$ cat src/design/mlh_pkg.sv
// Shared types, constants and codes for the monotone line hull query block.
// No dependencies; every other file of the block imports this package.
`timescale 1ns / 1ps
`default_nettype none

package mlh_pkg;

    localparam int STACK_DEPTH = 1024;
    localparam int VALUE_WIDTH = 32;

    localparam int VW = VALUE_WIDTH;
    localparam int AW = $clog2(STACK_DEPTH);
    localparam int CW = $clog2(STACK_DEPTH + 1);
    localparam int DW = VW + 1;
    localparam int QW = VW + 2;
    localparam int PW = 2 * VW + 1;
    localparam int LW = 32;

    localparam logic signed [LW-1:0] QUERY_X_START = 32'sd1000000005;

    localparam logic [1:0] REQ_INSERT = 2'd0;
    localparam logic [1:0] REQ_QUERY  = 2'd1;
    localparam logic [1:0] REQ_CLEAR  = 2'd2;

    localparam logic [2:0] ST_INSERTED  = 3'd0;
    localparam logic [2:0] ST_DROPPED   = 3'd1;
    localparam logic [2:0] ST_FULL      = 3'd2;
    localparam logic [2:0] ST_SLOPE_ERR = 3'd3;
    localparam logic [2:0] ST_X_ERR     = 3'd4;
    localparam logic [2:0] ST_EMPTY     = 3'd5;
    localparam logic [2:0] ST_OK        = 3'd6;

    typedef enum logic [4:0] {
        S_IDLE,
        S_DISPATCH,
        S_RD_TOP,
        S_TOP,
        S_INS_CHK,
        S_RE_CHK,
        S_RE_RD,
        S_RE_TOP,
        S_LOOP,
        S_LOW,
        S_DIV1,
        S_DIV1_W,
        S_DIV2,
        S_DIV2_W,
        S_INS_CMP,
        S_INS_END,
        S_Q_MUL,
        S_Q_CMP,
        S_Q_FIN,
        S_Q_FIN2,
        S_DONE
    } t_state;

    typedef struct packed {
        logic       load_req;
        logic       rd_top;
        logic       rd_low;
        logic       cap_top;
        logic       cap_low;
        logic       dec_n;
        logic       shift_low;
        logic       div_start;
        logic       div_sel;
        logic       cap_x1;
        logic       mul_start;
        logic       mul_sel;
        logic       push;
        logic       commit_q;
        logic       clear;
        logic       out_load;
        logic [2:0] out_code;
        logic       out_best;
    } t_cmd;

    typedef struct packed {
        logic [1:0] req_type;
        logic       n_zero;
        logic       n_ge2;
        logic       n_full;
        logic       cnt_zero;
        logic       x_gt;
        logic       slope_lt;
        logic       slope_eq;
        logic       icpt_le;
        logic       div_done;
        logic       useless;
        logic       q_pop;
        logic       out_free;
    } t_sts;

endpackage

`default_nettype wire

$ cat src/design/mlh_ctrl.sv
// Sequencing state machine of the line hull block.
// Depends on mlh_pkg for the state, command and status types.
`timescale 1ns / 1ps
`default_nettype none

module mlh_ctrl (
    input  wire logic          i_clk,
    input  wire logic          i_rst_n,
    input  wire logic          i_req_valid,
    output logic               o_req_ready,
    input  wire mlh_pkg::t_sts i_sts,
    output mlh_pkg::t_cmd      o_cmd
);
    import mlh_pkg::*;

    t_state     r_state, n_state;
    logic [2:0] r_code, n_code;
    logic       r_best, n_best;
    t_cmd       cmd;

    always_ff @(posedge i_clk) begin
        if (!i_rst_n) begin
            r_state <= S_IDLE;
            r_code  <= ST_OK;
            r_best  <= 1'b0;
        end else begin
            r_state <= n_state;
            r_code  <= n_code;
            r_best  <= n_best;
        end
    end

    always_comb begin
        n_state = r_state;
        n_code  = r_code;
        n_best  = r_best;
        cmd     = '0;
        cmd.out_code = r_code;
        cmd.out_best = r_best;
        case (r_state)
            S_IDLE: begin
                if (i_req_valid) begin
                    cmd.load_req = 1'b1;
                    n_state      = S_DISPATCH;
                end
            end
            S_DISPATCH: begin
                n_best  = 1'b0;
                n_code  = ST_OK;
                n_state = S_DONE;
                case (i_sts.req_type)
                    REQ_INSERT: begin
                        n_state = i_sts.n_zero ? S_INS_END : S_RD_TOP;
                    end
                    REQ_QUERY: begin
                        if (i_sts.x_gt) begin
                            n_code = ST_X_ERR;
                        end else if (i_sts.cnt_zero) begin
                            n_code = ST_EMPTY;
                        end else begin
                            n_state = S_RD_TOP;
                        end
                    end
                    REQ_CLEAR: begin
                        cmd.clear = 1'b1;
                    end
                    default: begin
                    end
                endcase
            end
            S_RD_TOP: begin
                cmd.rd_top = 1'b1;
                n_state    = S_TOP;
            end
            S_TOP: begin
                cmd.cap_top = 1'b1;
                n_state = (i_sts.req_type == REQ_INSERT) ? S_INS_CHK : S_LOOP;
            end
            S_INS_CHK: begin
                if (i_sts.slope_lt) begin
                    n_code  = ST_SLOPE_ERR;
                    n_state = S_DONE;
                end else if (i_sts.slope_eq && i_sts.icpt_le) begin
                    n_code  = ST_DROPPED;
                    n_state = S_DONE;
                end else if (i_sts.slope_eq) begin
                    cmd.dec_n = 1'b1;
                    n_state   = S_RE_CHK;
                end else begin
                    n_state = S_LOOP;
                end
            end
            S_RE_CHK: begin
                n_state = i_sts.n_zero ? S_INS_END : S_RE_RD;
            end
            S_RE_RD: begin
                cmd.rd_top = 1'b1;
                n_state    = S_RE_TOP;
            end
            S_RE_TOP: begin
                cmd.cap_top = 1'b1;
                n_state     = S_LOOP;
            end
            S_LOOP: begin
                if (i_sts.n_ge2) begin
                    cmd.rd_low = 1'b1;
                    n_state    = S_LOW;
                end else begin
                    n_state = (i_sts.req_type == REQ_INSERT) ? S_INS_END : S_Q_FIN;
                end
            end
            S_LOW: begin
                cmd.cap_low = 1'b1;
                n_state = (i_sts.req_type == REQ_INSERT) ? S_DIV1 : S_Q_MUL;
            end
            S_DIV1: begin
                cmd.div_start = 1'b1;
                cmd.div_sel   = 1'b0;
                n_state       = S_DIV1_W;
            end
            S_DIV1_W: begin
                if (i_sts.div_done) begin
                    cmd.cap_x1 = 1'b1;
                    n_state    = S_DIV2;
                end
            end
            S_DIV2: begin
                cmd.div_start = 1'b1;
                cmd.div_sel   = 1'b1;
                n_state       = S_DIV2_W;
            end
            S_DIV2_W: begin
                if (i_sts.div_done) begin
                    n_state = S_INS_CMP;
                end
            end
            S_INS_CMP: begin
                if (i_sts.useless) begin
                    cmd.dec_n     = 1'b1;
                    cmd.shift_low = 1'b1;
                    n_state       = S_LOOP;
                end else begin
                    n_state = S_INS_END;
                end
            end
            S_INS_END: begin
                n_state = S_DONE;
                if (i_sts.n_full) begin
                    n_code = ST_FULL;
                end else begin
                    cmd.push = 1'b1;
                    n_code   = ST_INSERTED;
                end
            end
            S_Q_MUL: begin
                cmd.mul_start = 1'b1;
                cmd.mul_sel   = 1'b0;
                n_state       = S_Q_CMP;
            end
            S_Q_CMP: begin
                if (i_sts.q_pop) begin
                    cmd.dec_n     = 1'b1;
                    cmd.shift_low = 1'b1;
                    n_state       = S_LOOP;
                end else begin
                    n_state = S_Q_FIN;
                end
            end
            S_Q_FIN: begin
                cmd.mul_start = 1'b1;
                cmd.mul_sel   = 1'b1;
                n_state       = S_Q_FIN2;
            end
            S_Q_FIN2: begin
                cmd.commit_q = 1'b1;
                n_code       = ST_OK;
                n_best       = 1'b1;
                n_state      = S_DONE;
            end
            S_DONE: begin
                if (i_sts.out_free) begin
                    cmd.out_load = 1'b1;
                    n_state      = S_IDLE;
                end
            end
            default: begin
                n_state = S_IDLE;
            end
        endcase
    end

    assign o_cmd       = cmd;
    assign o_req_ready = (r_state == S_IDLE);

endmodule

`default_nettype wire

$ cat config.mk
export PLATFORM = sky130hd
export DESIGN_NAME = mlh_ctrl
export DESIGN_NICKNAME = d
export VERILOG_FILES = /design/src/design/mlh_pkg.sv /design/src/design/mlh_ctrl.sv
export SDC_FILE = /design/constraint.sdc
export NUM_CORES = 1
export LEC_CHECK = 0
export BUFFER_PORTS_ARGS = -buffer_cell sky130_fd_sc_hd__buf_2
export CAP_MARGIN = 25
export CORE_AREA = 2 2 63 59
export DETAILED_ROUTE_END_ITERATION = 12
export DIE_AREA = 0 0 65 61
export GPL_ROUTABILITY_DRIVEN = 0
export PLACE_DENSITY = 0.67
export SLEW_MARGIN = 20
export SYNTH_ARGS = -nofsm -noshare
export SYNTH_HDL_FRONTEND = slang
export SYNTH_SLANG_ARGS = --single-unit
$ cat constraint.sdc
create_clock -name i_clk -period 3.9 [get_ports i_clk]
set_input_delay 0.585 -clock i_clk [delete_from_list [all_inputs] [get_ports i_clk]]
set_output_delay 0.585 -clock i_clk [all_outputs]
set_load 0.05 [all_outputs]
After elaboration in Yosys (flattened, before gate mapping)
Index checks and enable logic that the tools add are counted.
{ "word_totals": {"romBits": 0, "latchBits": 0, "ram_bits": 0, "reg_bits": 9, "memories": 0} }
{ "op_classes": {"div": 0, "multipliers": 0, "n_bitwise": 0, "shifts": 0, "n_reduce_logical": 10, "mux": 52, "n_eq_ne": 27, "n_lt_le_gt_ge": 0, "n_addsub": 0} }
{ "op_table": {"columns": ["op", "n"], "rows": [
  ["$pmux W5 S20", 1],
  ["$mux W5", 12],
  ["$eq A5 B4 Y1 const B", 8],
  ["$eq A5 B5 Y1 const B", 5],
  ["$eq A5 B3 Y1 const B", 4],
  ["$mux W1", 19],
  ["$mux W4", 4],
  ["$mux W3", 5],
  ["$pmux W3 S4", 1],
  ["$eq A5 B2 Y1 const B", 2],
  ["$pmux W5 S2", 1],
  ["$mux W2", 4],
  ["$ne A2 B2 Y1 const B", 4],
  ["$pmux W2 S2", 2],
  ["$reduce_or A2 Y1", 3],
  ["$eq A5 B1 Y1 const B", 1],
  ["$logic_not A5 Y1", 1],
  ["$pmux W1 S2", 2],
  ["$reduce_and A4 Y1", 1],
  ["$reduce_bool A4 Y1", 1],
  ["$ne A3 B3 Y1 const B", 1],
  ["$pmux W1 S3", 1],
  ["$eq A2 B1 Y1 const B", 1],
  ["$eq A2 B2 Y1 const B", 1],
  ["other kinds (4)", 4]
]} }

Depth between registers and ports, before layout
Gate-level depths: netlist of run 1.
{ "logic_depth": {"depth_word": 4, "depth_mapped": 7, "mapped_depth_nobuf": 5} }

Worst setup path after synthesis of run 1
OpenSTA, ideal clock, no wires.
{ "synth_timing": {"path_type": "register -> output", "start": "reg r_state[3]", "end": "out o_cmd[12] (netlist name)", "path_stages_with_launch": 5, "t_required_ps": 3315, "arrival_ps": 2617, "path_slack_ps": 698, "cell_sequence": "dfxtp_1 > clkbuf_1 > clkbuf_1 > buf_2 > nor4b_1"} }
{ "synth_lines": {"columns": ["element", "line_no", "rtl"], "rows": [
  ["from (decl)", "mlh_ctrl.sv:16", "t_state r_state, n_state;"],
  ["from (signal assigned)", "mlh_ctrl.sv:27", "r_state <= n_state;"],
  ["to (decl)", "mlh_ctrl.sv:12", "output mlh_pkg::t_cmd o_cmd"]
]} }

==> results of run 1 <==
-- worst max path at each step --
stage | endpoint | slack, ps | depth (start not counted)
floorplan | o_cmd[12] | 700 | 4
global placement | o_cmd[10] | 1390 | 4
finish | o_cmd[10] | 1090 | 4
global route | o_cmd[10] | 920 | 4
CTS | o_cmd[10] | 1160 | 4
detailed placement | o_cmd[10] | 1410 | 4
-- final cells by class --
type	instances	area share, %
timing repair buffer	37	14.0
inverter	5	1.42
multi-input combinational	131	63.4
tap	44	4.17
clock buffer	4	3.41
sequential	9	13.6
-- critical path, delay by kind of cell (launching register included) --
kind | cells | cell delay, ps
buffers and inverters | 1 | 250
DFF | 1 | 960
and+or+nand+nor | 3 | 770
-- routing by layer --
metal	global-route usage (%)	wire length [um]
met1	22.4	1510
met2	26.7	1480
met3	4.64	203
met4	7.29	65
met5	0	0
-- flip-flops by register name, summed over array words and instances, names as in the netlist --
signal   cells
r_code       3
r_best       1
r_state      5
-- cells in the final DEF, fill, tap and decap left out, types with 2 or more instances in the layout --
master	instances
sky130_fd_sc_hd__nor3b_1	3
sky130_fd_sc_hd__a31oi_1	3
sky130_fd_sc_hd__xnor2_1	2
sky130_fd_sc_hd__nor2b_1	4
sky130_fd_sc_hd__o21ai_0	15
sky130_fd_sc_hd__or4_1	2
sky130_fd_sc_hd__and2_1	4
sky130_fd_sc_hd__nor4b_1	3
sky130_fd_sc_hd__nand3_1	4
sky130_fd_sc_hd__or2_2	2
sky130_fd_sc_hd__or3b_1	2
sky130_fd_sc_hd__inv_1	5
sky130_fd_sc_hd__clkbuf_8	3
sky130_fd_sc_hd__nand2_1	8
sky130_fd_sc_hd__buf_2	37
sky130_fd_sc_hd__nor4_1	6
sky130_fd_sc_hd__nor3_4	2
sky130_fd_sc_hd__nor2_1	14
sky130_fd_sc_hd__o21ai_1	3
sky130_fd_sc_hd__nand3b_1	5
sky130_fd_sc_hd__a21oi_1	8
sky130_fd_sc_hd__nand4_1	2
sky130_fd_sc_hd__o41a_1	2
sky130_fd_sc_hd__and3_1	3
sky130_fd_sc_hd__dfxtp_1	9
sky130_fd_sc_hd__o2111ai_1	2
sky130_fd_sc_hd__mux2i_1	2
sky130_fd_sc_hd__nand2b_1	6
sky130_fd_sc_hd__nor3_1	10
-- power by group through the flow --
| stage | Sequential [mW] | Clock (mW) | Combinational (mW) |
|---|---|---|---|
| final | 0.242 | 0.113 | 0.567 |
| after global routing | 0.256 | 0.120 | 0.613 |
| after CTS | 0.239 | 0.113 | 0.566 |
| after detailed placement | 0.241 | 0 | 0.565 |
| after global placement | 0.241 | 0 | 0.562 |
| after floorplan | 0.167 | 0 | 0.546 |
-- cell families after synthesis --
group / after synthesis
flip-flops: 9
AND/OR/NAND/NOR: 82
XOR/XNOR: 2
multiplexers: 2
buffers and inverters: 21
AO/OA/AOI/OAI: 45
-- stage by stage --
stage	cell area (sq um)	utilization, %	instances	total power [mW]	hold WS (ps)
5_1_grt	1320	40.3	230	0.989	501
6_report	1320	40.3	230	0.922	466
3_3_place_gp	1280	38.9	226	0.803	453
4_1_cts	1320	40.3	230	0.918	472
3_5_place_dp	1280	38.9	226	0.806	465
2_1_floorplan	1120	-	161	0.713	468
==> impl_summary.txt, run 1 <==
----------------------------------------------------
[Synth]
  Sequential area share after synthesis ... 16.1%
  Synth top area cells ... sky130_fd_sc_hd__dfxtp_1 (16%), sky130_fd_sc_hd__o21ai_0 (6.7%), sky130_fd_sc_hd__nor2_1 (4.7%)
  Total of flip-flops plus latches after synthesis ... 9
  Cell Area, Synth ... 1120 sq um
  Cell taking the most area after synthesis ... sky130_fd_sc_hd__dfxtp_1
  XOR/XNOR share of the synthesized area ... 1.56%
  Total number of yosys warnings ... 0
  Fraction of post-synthesis cell area in the top cell type by area ... 16.1%
  Adder-cell share of the synthesized area ... 0%
  Top flip-flop cell by instance count after synthesis ... sky130_fd_sc_hd__dfxtp_1
  Post-synthesis async set-or-reset flop share ... 0%
  Main combinational cell family by area after synthesis ... simple AND/OR/NAND/NOR gates
  Number of distinct library cells after synthesis ... 46
  Number of standard cells after synthesis ... 161
  Number of enable flip-flop cells after synthesis ... 0
  Mapped Nets ... 178
  Most instantiated cells after synthesis ... sky130_fd_sc_hd__o21ai_0 (15), sky130_fd_sc_hd__nor2_1 (14), sky130_fd_sc_hd__nor3_1 (10)
  Avg Synthesized Cell Area ... 6.97 sq um
  Synthesized-area fraction occupied by and/or/nand/nor cells ... 44.0%
  Complex-gate fraction of the synthesized area ... 27.2%
  Most repeated cell in the gate-level netlist after synthesis ... sky130_fd_sc_hd__o21ai_0
  Proportion of synthesized area in mux cells ... 1.78%

[Detailed routing]
  Via total after detailed routing ... 1306
  DRC errors left ... 0
  Routed wire length ... 3260 um
  Vias per Instance ... 5.68
  Final ANT Viol Nets ... 0
  Number of iterations in the first detailed-routing pass ... 4
  Iteration-0 DRC count of the detailed router ... 99
  Avg WL per Cell ... 14.2 um

[Worst setup path]
  Launch point of the worst path ... r_state[1]
  Slowest-stage cell, CP ... sky130_fd_sc_hd__dfxtp_1
  Startpoint Class ... flop
  Number of cells traversed by the worst register-to-register path ... 5
  Startpoint of the lowest-slack register-to-register path ... r_state[2]
  Maximum fanout along the worst path ... 28
  Critical path arrival ... 2220 ps
  CP required ... 3310 ps
  WS Path Type ... flop to output port
  Reg-to-Reg End ... r_state[2]
  Category of the worst setup path capture point ... output port
  Ordered list of cells on the worst path ... nand2b_1, nor3_1, and2_1, buf_2
  Slowest stage delay, CP ... 960 ps
  Register-to-register setup slack ... 1600 ps

[GRT]
  Vias in the first global route ... 1132
  Maximum number of pins on one net before global-route repair ... 29
  Aggregate global-route resource usage ... 17.1%
  Wire length of the first global-routing pass ... 5160 um
  Total grt overflow ... 0
  Number of antenna violations at the first check in global routing ... 0

[Floorplan]
  Area of the core ... 3280 sq um
  Effective utilization at floorplan ... 34.2%
  Floorplan die height ... 61 um
  Full die area ... 3970 sq um
  Number of primary I/O pins ... 38
  Die X ... 65 um
  Num rows ... 20

[Final layout]
  Number of nets in the layout ... 204
  Diode insertion count for antenna repair ... 0
  Growth of design area from synthesis to finish ... 17.7%
  Area used by sequential logic in the layout ... 180 sq um
  Number of fill cells in the layout ... 362
  Multi-input gate area ... 837 sq um
  Layout cells sized above 1 ... 26.3%

[Power and ir drop]
  Leak pwr ... 0.506 nW
  Combinational Power Share ... 61.4%
  Max IR drop VDD ... 0.000448 V
  Switching power ... 0.529 mW
  Power per cell area ... 698 nW/um^2
  Fraction of power consumed by the clock network ... 12.3%
  Switching share of total power ... 57.4%
  Seq pwr share ... 26.3%
  Internal power contribution ... 0.393 mW

[Clock network]
  Clk Latency, worst-skew pair ... 240 ps
  Clock tree root driver cell ... sky130_fd_sc_hd__clkbuf_8
  Post-cts resize count ... 0
  Clk sinks ... 9
  Clock-pin transition on the worst setup and hold timing paths ... 50 ps
  Htree depth ... 1
  Number of setup buffers added after CTS ... 0
  Maximum root-to-sink buffer count ... 2
  TritonCTS clock tree ... built
  Post-CTS Hold Fix Bufs ... 0
  Total clock buffers created by CTS ... 3

[Timing]
  RSZ-0062 raised after global routing ... false
  Number of max-slew violations in the final report ... 0
  Layout Skew ... 3.48 ps
  Total setup violations reported at the end of the flow ... 0
  Post-route clock period utilization ... 71.9%
  Hold Vio Cnt, Final ... 0
  Headroom to the max-slew limit ... 34.7%
  Worst path setup slack after routing ... 1090 ps
  Tightest Pin Transition ... 978 ps
  Top achievable clock speed ... 356 MHz
  Shortest clock period the worst path allows after layout ... 2810 ps
  Aggregate negative setup slack ... 0 ps

[Min path]
  Hold wc startpoint ... r_code[1]
  Path class of the lowest-slack min-delay path ... flop to flop
  Hold depth ... 2
  Worst min-delay path endpoint ... r_code[1]

[Status]
  Run status ... finished, final reports clean

[Placement]
  Count of input and output buffers ... 37
  Post-placement worst setup slack ... 1410 ps
  HPWL after detailed placement ... 2410 um

[Flow run]
  Maximum capacitance violations ... 0

----------------------------------------------------
Power figures use the tool's default switching activity.
==> inputs of run 2 (changes only) <==
PLACE_DENSITY = 0.69   (was 0.67)
clock period = 2.5 ns   (was 3.9 ns; I/O delays follow)
==> run 2 against run 1 <==
Critical path depth unchanged. Clock skew up 6.0 ps. Cell count is 2.6% higher. Design area up 5.9%. Sequential share of layout area down 0.76 points. Wire length down 0.52%. Non-clock buffer count rose by 6. Worst hold slack got worse by 49 ps. First-iteration DRC count increased by 1.0%. Via count rose by 0.84%. Power increased by 65%. Largest power group unchanged.
==> impl_summary.txt, run 2 (same netlist as run 1, synthesis figures left out) <==
----------------------------------------------------
[Worst setup path]
  Register-to-register setup slack ... 520 ps
  Slowest-stage cell, CP ... sky130_fd_sc_hd__dfxtp_1
  Number of stages on the worst setup path ... 4
  Category of the worst setup path capture point ... output port
  Critical path arrival ... 1890 ps
  Ordered list of cells on the worst path ... nand2_1, nor3_1, and2_1, buf_2
  Reg-to-Reg End ... r_code[1]
  Slowest stage delay, CP ... 680 ps
  CP required ... 2120 ps
  Total buffers and inverters traversed by the critical path ... 1
  Maximum fanout along the worst path ... 17
  Top Family by Delay on Critical Path ... simple AND/OR/NAND/NOR gates
  Number of cells traversed by the worst register-to-register path ... 6
  Startpoint Class ... flop
  Startpoint of the lowest-slack register-to-register path ... r_state[2]
  WS Path Type ... flop to output port

[Timing]
  Total setup violations reported at the end of the flow ... 0
  Post-route clock period utilization ... 90.5%
  Headroom to the max-slew limit ... 62.1%
  Shortest clock period the worst path allows after layout ... 2260 ps
  Aggregate negative setup slack ... 0 ps
  Hold Vio Cnt, Final ... 0
  Number of max-slew violations in the final report ... 0
  RSZ-0062 raised after global routing ... false
  Tightest Pin Transition ... 567 ps
  Top achievable clock speed ... 442 MHz
  Layout Skew ... 9.44 ps

[Detailed routing]
  Avg WL per Cell ... 13.8 um
  Iteration-0 DRC count of the detailed router ... 100
  Via total after detailed routing ... 1317
  DRC errors left ... 0
  Vias per Instance ... 5.58
  Number of iterations in the first detailed-routing pass ... 4
  Routed wire length ... 3250 um
  Final ANT Viol Nets ... 0

[Floorplan]
  Die X ... 65 um
  Area of the core ... 3280 sq um
  Effective utilization at floorplan ... 34.2%
  Num rows ... 20
  Number of primary I/O pins ... 38
  Floorplan die height ... 61 um
  Full die area ... 3970 sq um

[Final layout]
  Finished Core Util ... 42.7%
  Diode insertion count for antenna repair ... 0
  Growth of design area from synthesis to finish ... 24.6%
  Number of flip-flops under the largest register name ... 5
  Register with the highest flop count ... r_state
  Commonest cells after routing, fill and taps aside ... sky130_fd_sc_hd__buf_2 (37), sky130_fd_sc_hd__nor2_1 (14), sky130_fd_sc_hd__o21ai_0 (14)
  Regs by FF count ... r_state (5), r_code (3), r_best (1)
  Commonest non-fill, non-tap cell in the layout ... sky130_fd_sc_hd__buf_2
  Number of nets in the layout ... 210
  Layout cells sized above 1 ... 31.8%
  Number of fill cells in the layout ... 359

[Clock network]
  Number of setup buffers added after CTS ... 0
  Total clock buffers created by CTS ... 3
  Htree depth ... 1
  TritonCTS clock tree ... built
  Clock tree root driver cell ... sky130_fd_sc_hd__clkbuf_8
  Clock-pin transition on the worst setup and hold timing paths ... 60 ps
  Clk sinks ... 9
  Post-cts resize count ... 0
  Maximum root-to-sink buffer count ... 2
  Post-CTS Hold Fix Bufs ... 0
  Clk Latency, worst-skew pair ... 240 ps

[GRT]
  Maximum number of pins on one net before global-route repair ... 28
  Vias in the first global route ... 1115
  Aggregate global-route resource usage ... 16.8%
  Number of antenna violations at the first check in global routing ... 0
  Total grt overflow ... 0
  Wire length of the first global-routing pass ... 5170 um

[Min path]
  Worst min-delay path endpoint ... r_code[2]
  Hold wc startpoint ... i_rst_n
  Hold depth ... 2
  Path class of the lowest-slack min-delay path ... input port to flop

[Flow run]
  Maximum capacitance violations ... 0

[Power and ir drop]
  Leak pwr ... 0.545 nW
  Post-layout total power ... 1.52 mW
  Max IR drop VDD ... 0.000470 V
  Power per cell area ... 1090 nW/um^2

[Placement]
  HPWL after detailed placement ... 2460 um
  Count of input and output buffers ... 37

[Status]
  Run status ... finished, final reports clean

----------------------------------------------------
==> run 2: cell count changes in the layout (fill, tap and decap cells not counted), sizes merged <==
cell,before,now
buf,37,43
==> run 2: final cells by class <==
class	instances	area (sq um)	share of cell area, %
multi-input combinational	131	870	62.2
timing repair buffer	43	230	16.5
sequential	9	180	12.9
tap	44	55.1	3.94
clock buffer	4	45.0	3.22
inverter	5	18.8	1.34
==> run 2: through the flow <==
step	instances	setup slack (ps)	instance area [sq um]	hold WS [ps]
5_1_grt	236	80.7	1400	442
3_5_place_dp	232	495	1350	459
2_1_floorplan	161	-145	1150	468
4_1_cts	236	227	1400	417
6_report	236	237	1400	418
3_3_place_gp	232	528	1350	458
==> run 2: where the power goes <==
| part | internal [mW] | switching [mW] |
|---|---|---|
| Combinational | 0.361 | 0.705 |
| Clock | 0.112 | 0.0703 |
| Sequential | 0.187 | 0.0835 |
| Total | 0.660 | 0.859 |
==> run 2: layer usage <==
metal  vias up  wire length, um  track usage [%]
li1        660                -                -
met1       606             1580             23.9
met2        47             1420             27.0
met3         4              217             1.48
met4         0               29             5.47
met5         -                0                0
==> run 2: how the worst max path moves through the flow <==
stage                     startpoint        end  slack, ps
after floorplan           r_state[0]   o_cmd[4]       -150
after global placement    r_state[2]  o_cmd[14]        530
after detailed placement  r_state[2]  o_cmd[14]        490
after CTS                 r_state[2]  o_cmd[14]        230
after global routing      r_state[3]  o_cmd[10]         80
final                     r_state[3]  o_cmd[10]        240
==> run 2: worst register-to-register path, stage by stage, from the launching register on <==
cell	delay, ps
sky130_fd_sc_hd__dfxtp_1	420
sky130_fd_sc_hd__buf_4	210
sky130_fd_sc_hd__or3b_1	490
sky130_fd_sc_hd__nor3_4	240
sky130_fd_sc_hd__nor3_2	110
sky130_fd_sc_hd__a2111oi_2	330
sky130_fd_sc_hd__a31oi_1	60
==> inputs of run 3 (changes only) <==
ABC_AREA = 1   (was unset)
CORE_AREA = 2 2 62 58   (was 2 2 63 59)
DIE_AREA = 0 0 64 60   (was 0 0 65 61)
==> run 3 against run 2 <==
Critical path depth is 3 higher. Sequential share of layout area rose by 1.1 points. Global-route usage decreased by 0.72 points. Area after synthesis is 4.2% lower. Largest cell class unchanged. Design area fell by 7.6%. Worst hold slack worse by 63 ps. Utilization down 2.6 points. Via count shrank 2.4%.
==> impl_summary.txt, run 3 <==
----------------------------------------------------
[Clock network]
  Total clock buffers created by CTS ... 3
  TritonCTS clock tree ... built
  Post-CTS Hold Fix Bufs ... 0
  Number of setup buffers added after CTS ... 0
  Clock-pin transition on the worst setup and hold timing paths ... 60 ps
  Clk sinks ... 9
  Post-cts resize count ... 0
  Maximum root-to-sink buffer count ... 2
  Htree depth ... 1
  Clk Latency, worst-skew pair ... 250 ps
  Clock tree root driver cell ... sky130_fd_sc_hd__clkbuf_4

[Synth]
  Cell taking the most area after synthesis ... sky130_fd_sc_hd__dfxtp_1
  Most repeated cell in the gate-level netlist after synthesis ... sky130_fd_sc_hd__nand2_1
  Post-synthesis async set-or-reset flop share ... 0%
  Synth top area cells ... sky130_fd_sc_hd__dfxtp_1 (17%), sky130_fd_sc_hd__nand2_1 (16%), sky130_fd_sc_hd__inv_1 (12%)
  Total number of yosys warnings ... 0
  Number of distinct library cells after synthesis ... 25
  Fraction of post-synthesis cell area in the top cell type by area ... 16.8%
  Number of standard cells after synthesis ... 193
  Number of enable flip-flop cells after synthesis ... 0
  Top flip-flop cell by instance count after synthesis ... sky130_fd_sc_hd__dfxtp_1
  Avg Synthesized Cell Area ... 5.57 sq um
  Mapped Nets ... 210
  Cell Area, Synth ... 1070 sq um
  Total of flip-flops plus latches after synthesis ... 9
  Most instantiated cells after synthesis ... sky130_fd_sc_hd__nand2_1 (46), sky130_fd_sc_hd__inv_1 (33), sky130_fd_sc_hd__nor2_1 (32)
  Sequential area share after synthesis ... 16.8%

[Final layout]
  Regs by FF count ... r_state (5), r_code (3), r_best (1)
  Commonest non-fill, non-tap cell in the layout ... sky130_fd_sc_hd__nand2_1
  Non-filler cells, final ... 273
  Number of fill cells in the layout ... 361
  Final design instance area without fill ... 1290 sq um
  Growth of design area from synthesis to finish ... 20.3%
  Register with the highest flop count ... r_state
  Commonest cells after routing, fill and taps aside ... sky130_fd_sc_hd__nand2_1 (46), sky130_fd_sc_hd__buf_2 (37), sky130_fd_sc_hd__inv_1 (33)
  Number of nets in the layout ... 247
  Diode insertion count for antenna repair ... 0
  Layout cells sized above 1 ... 27.5%
  Number of flip-flops under the largest register name ... 5

[GRT]
  Maximum number of pins on one net before global-route repair ... 12
  Vias in the first global route ... 1127
  Number of antenna violations at the first check in global routing ... 0
  Aggregate global-route resource usage ... 16.0%
  Total grt overflow ... 0
  Wire length of the first global-routing pass ... 4860 um

[Worst setup path]
  Top Family by Delay on Critical Path ... flip-flops
  Slowest stage delay, CP ... 560 ps
  Slowest-stage cell, CP ... sky130_fd_sc_hd__dfxtp_1
  Startpoint Class ... flop
  Category of the worst setup path capture point ... output port
  Ordered list of cells on the worst path ... clkinv_4, nand2_4, nor2_4, inv_2, nor2_1, or2_2, buf_2
  Total buffers and inverters traversed by the critical path ... 3
  WS Path Type ... flop to output port
  CP required ... 2120 ps
  Critical path arrival ... 1820 ps
  Number of cells traversed by the worst register-to-register path ... 8
  Reg-to-Reg End ... r_state[0]
  Maximum fanout along the worst path ... 10
  Register-to-register setup slack ... 780 ps
  Startpoint of the lowest-slack register-to-register path ... r_state[3]

[Status]
  Run status ... finished, final reports clean

[Min path]
  Path class of the lowest-slack min-delay path ... input port to flop
  Hold wc startpoint ... i_rst_n
  Worst min-delay path endpoint ... r_code[1]
  Hold depth ... 2

[Floorplan]
  Effective utilization at floorplan ... 33.3%
  Floorplan die height ... 60 um
  Area of the core ... 3230 sq um
  Number of primary I/O pins ... 38
  Num rows ... 20
  Full die area ... 3840 sq um
  Die X ... 64 um

[Placement]
  # placed instances ... 269
  Instance area at placement ... 1270 sq um
  HPWL after detailed placement ... 2500 um
  Count of input and output buffers ... 37

[Timing]
  Layout Skew ... 2.17 ps
  Top achievable clock speed ... 456 MHz
  Hold Vio Cnt, Final ... 0
  Total setup violations reported at the end of the flow ... 0
  Headroom to the max-slew limit ... 68.2%
  Tightest Pin Transition ... 476 ps
  Post-route clock period utilization ... 87.7%
  RSZ-0062 raised after global routing ... false
  Shortest clock period the worst path allows after layout ... 2190 ps
  Aggregate negative setup slack ... 0 ps
  Number of max-slew violations in the final report ... 0

[Detailed routing]
  Routed wire length ... 2890 um
  Via total after detailed routing ... 1285
  Number of iterations in the first detailed-routing pass ... 4
  DRC errors left ... 0
  Avg WL per Cell ... 10.6 um
  Iteration-0 DRC count of the detailed router ... 82
  Final ANT Viol Nets ... 0
  Vias per Instance ... 4.71

[Power and ir drop]
  Max IR drop VDD ... 0.000333 V
  Leak pwr ... 0.753 nW
  Switching share of total power ... 61.8%
  Combinational Power Share ... 72.9%
  Fraction of power consumed by the clock network ... 7.5%
  Seq pwr share ... 19.6%
  Internal power contribution ... 0.541 mW
  Switching power ... 0.876 mW
  Power per cell area ... 1100 nW/um^2

[Flow run]
  Maximum capacitance violations ... 0

----------------------------------------------------
run 3: changes by cell type in the layout (fill, tap and decap cells not counted), moves of 6 or more:
cell | previous run | this run
sky130_fd_sc_hd__nand3_1 | 4 | 13
sky130_fd_sc_hd__nand2b_1 | 6 | 0
sky130_fd_sc_hd__buf_4 | 6 | 0
sky130_fd_sc_hd__nand2_1 | 8 | 46
sky130_fd_sc_hd__nor2_2 | 0 | 6
sky130_fd_sc_hd__nor2_1 | 14 | 32
sky130_fd_sc_hd__inv_1 | 5 | 33
sky130_fd_sc_hd__o21ai_0 | 14 | 6
run 3: power by group through the flow:
stage	Clock, mW	Combinational, mW	Sequential [mW]
after global placement	0	1.04	0.277
after floorplan	0	0.810	0.322
after global routing	0.119	1.14	0.286
final	0.107	1.03	0.277
after CTS	0.113	1.03	0.275
after detailed placement	0	1.03	0.277
run 3: final cells by class:
type	instances	area [sq um]	area share (%)
inverter	37	145	11.2
tap	44	55.1	4.26
multi-input combinational	142	701	54.2
sequential	9	180	13.9
timing repair buffer	37	185	14.3
clock buffer	4	26.3	2.03
run 3: cells by family (layout without fill, tap and decap cells):
kind of cell / count (synthesis) / count (layout) / share of synthesized area (%)
buffers and inverters: 42 / 78 / 18.0
DFF: 9 / 9 / 16.8
AOI/OAI and AO/OA: 20 / 20 / 11.1
and+or+nand+nor: 122 / 122 / 54.1
run 3: worst max-delay path by stage:
stage / slack, ps / endpoint / startpoint / depth (start not counted)
global route: 150 / o_cmd[14] / r_state[3] / 7
CTS: 300 / o_cmd[14] / r_state[4] / 7
global placement: 600 / o_cmd[14] / r_state[4] / 7
detailed placement: 580 / o_cmd[14] / r_state[4] / 7
finish: 310 / o_cmd[14] / r_state[4] / 7
floorplan: 30 / o_cmd[4] / r_state[4] / 3
run 3: stage by stage:
step / utilization [%] / hold slack, ps / setup slack, ps / power (mW)
global placement: 39.2 / 451 / 603 / 1.31
floorplan: - / 440 / 28.9 / 1.13
detailed placement: 39.2 / 453 / 580 / 1.31
global route: 40.0 / 369 / 152 / 1.55
CTS: 40.0 / 348 / 300 / 1.42
finish: 40.0 / 355 / 307 / 1.42
run 3: metal layers:
layer  share of wire (%)  global-route usage, %  vias to the layer above
met5                   0                      0                        -
met4                 1.8                   7.45                        0
met3                 7.9                   2.45                        6
met2                  45                   25.6                       53
met1                  45                   21.4                      549
li1                    -                      -                      677
run 3: worst reg2reg max path: stages, from the launching register on:
cell                      delay [ps]
sky130_fd_sc_hd__dfxtp_1         380
sky130_fd_sc_hd__nor2_2          410
sky130_fd_sc_hd__inv_1           140
sky130_fd_sc_hd__nor2_4          150
sky130_fd_sc_hd__inv_1            80
sky130_fd_sc_hd__o21ai_1         160
sky130_fd_sc_hd__nor2_1           90
sky130_fd_sc_hd__a21oi_1         150
sky130_fd_sc_hd__nor2_1           50
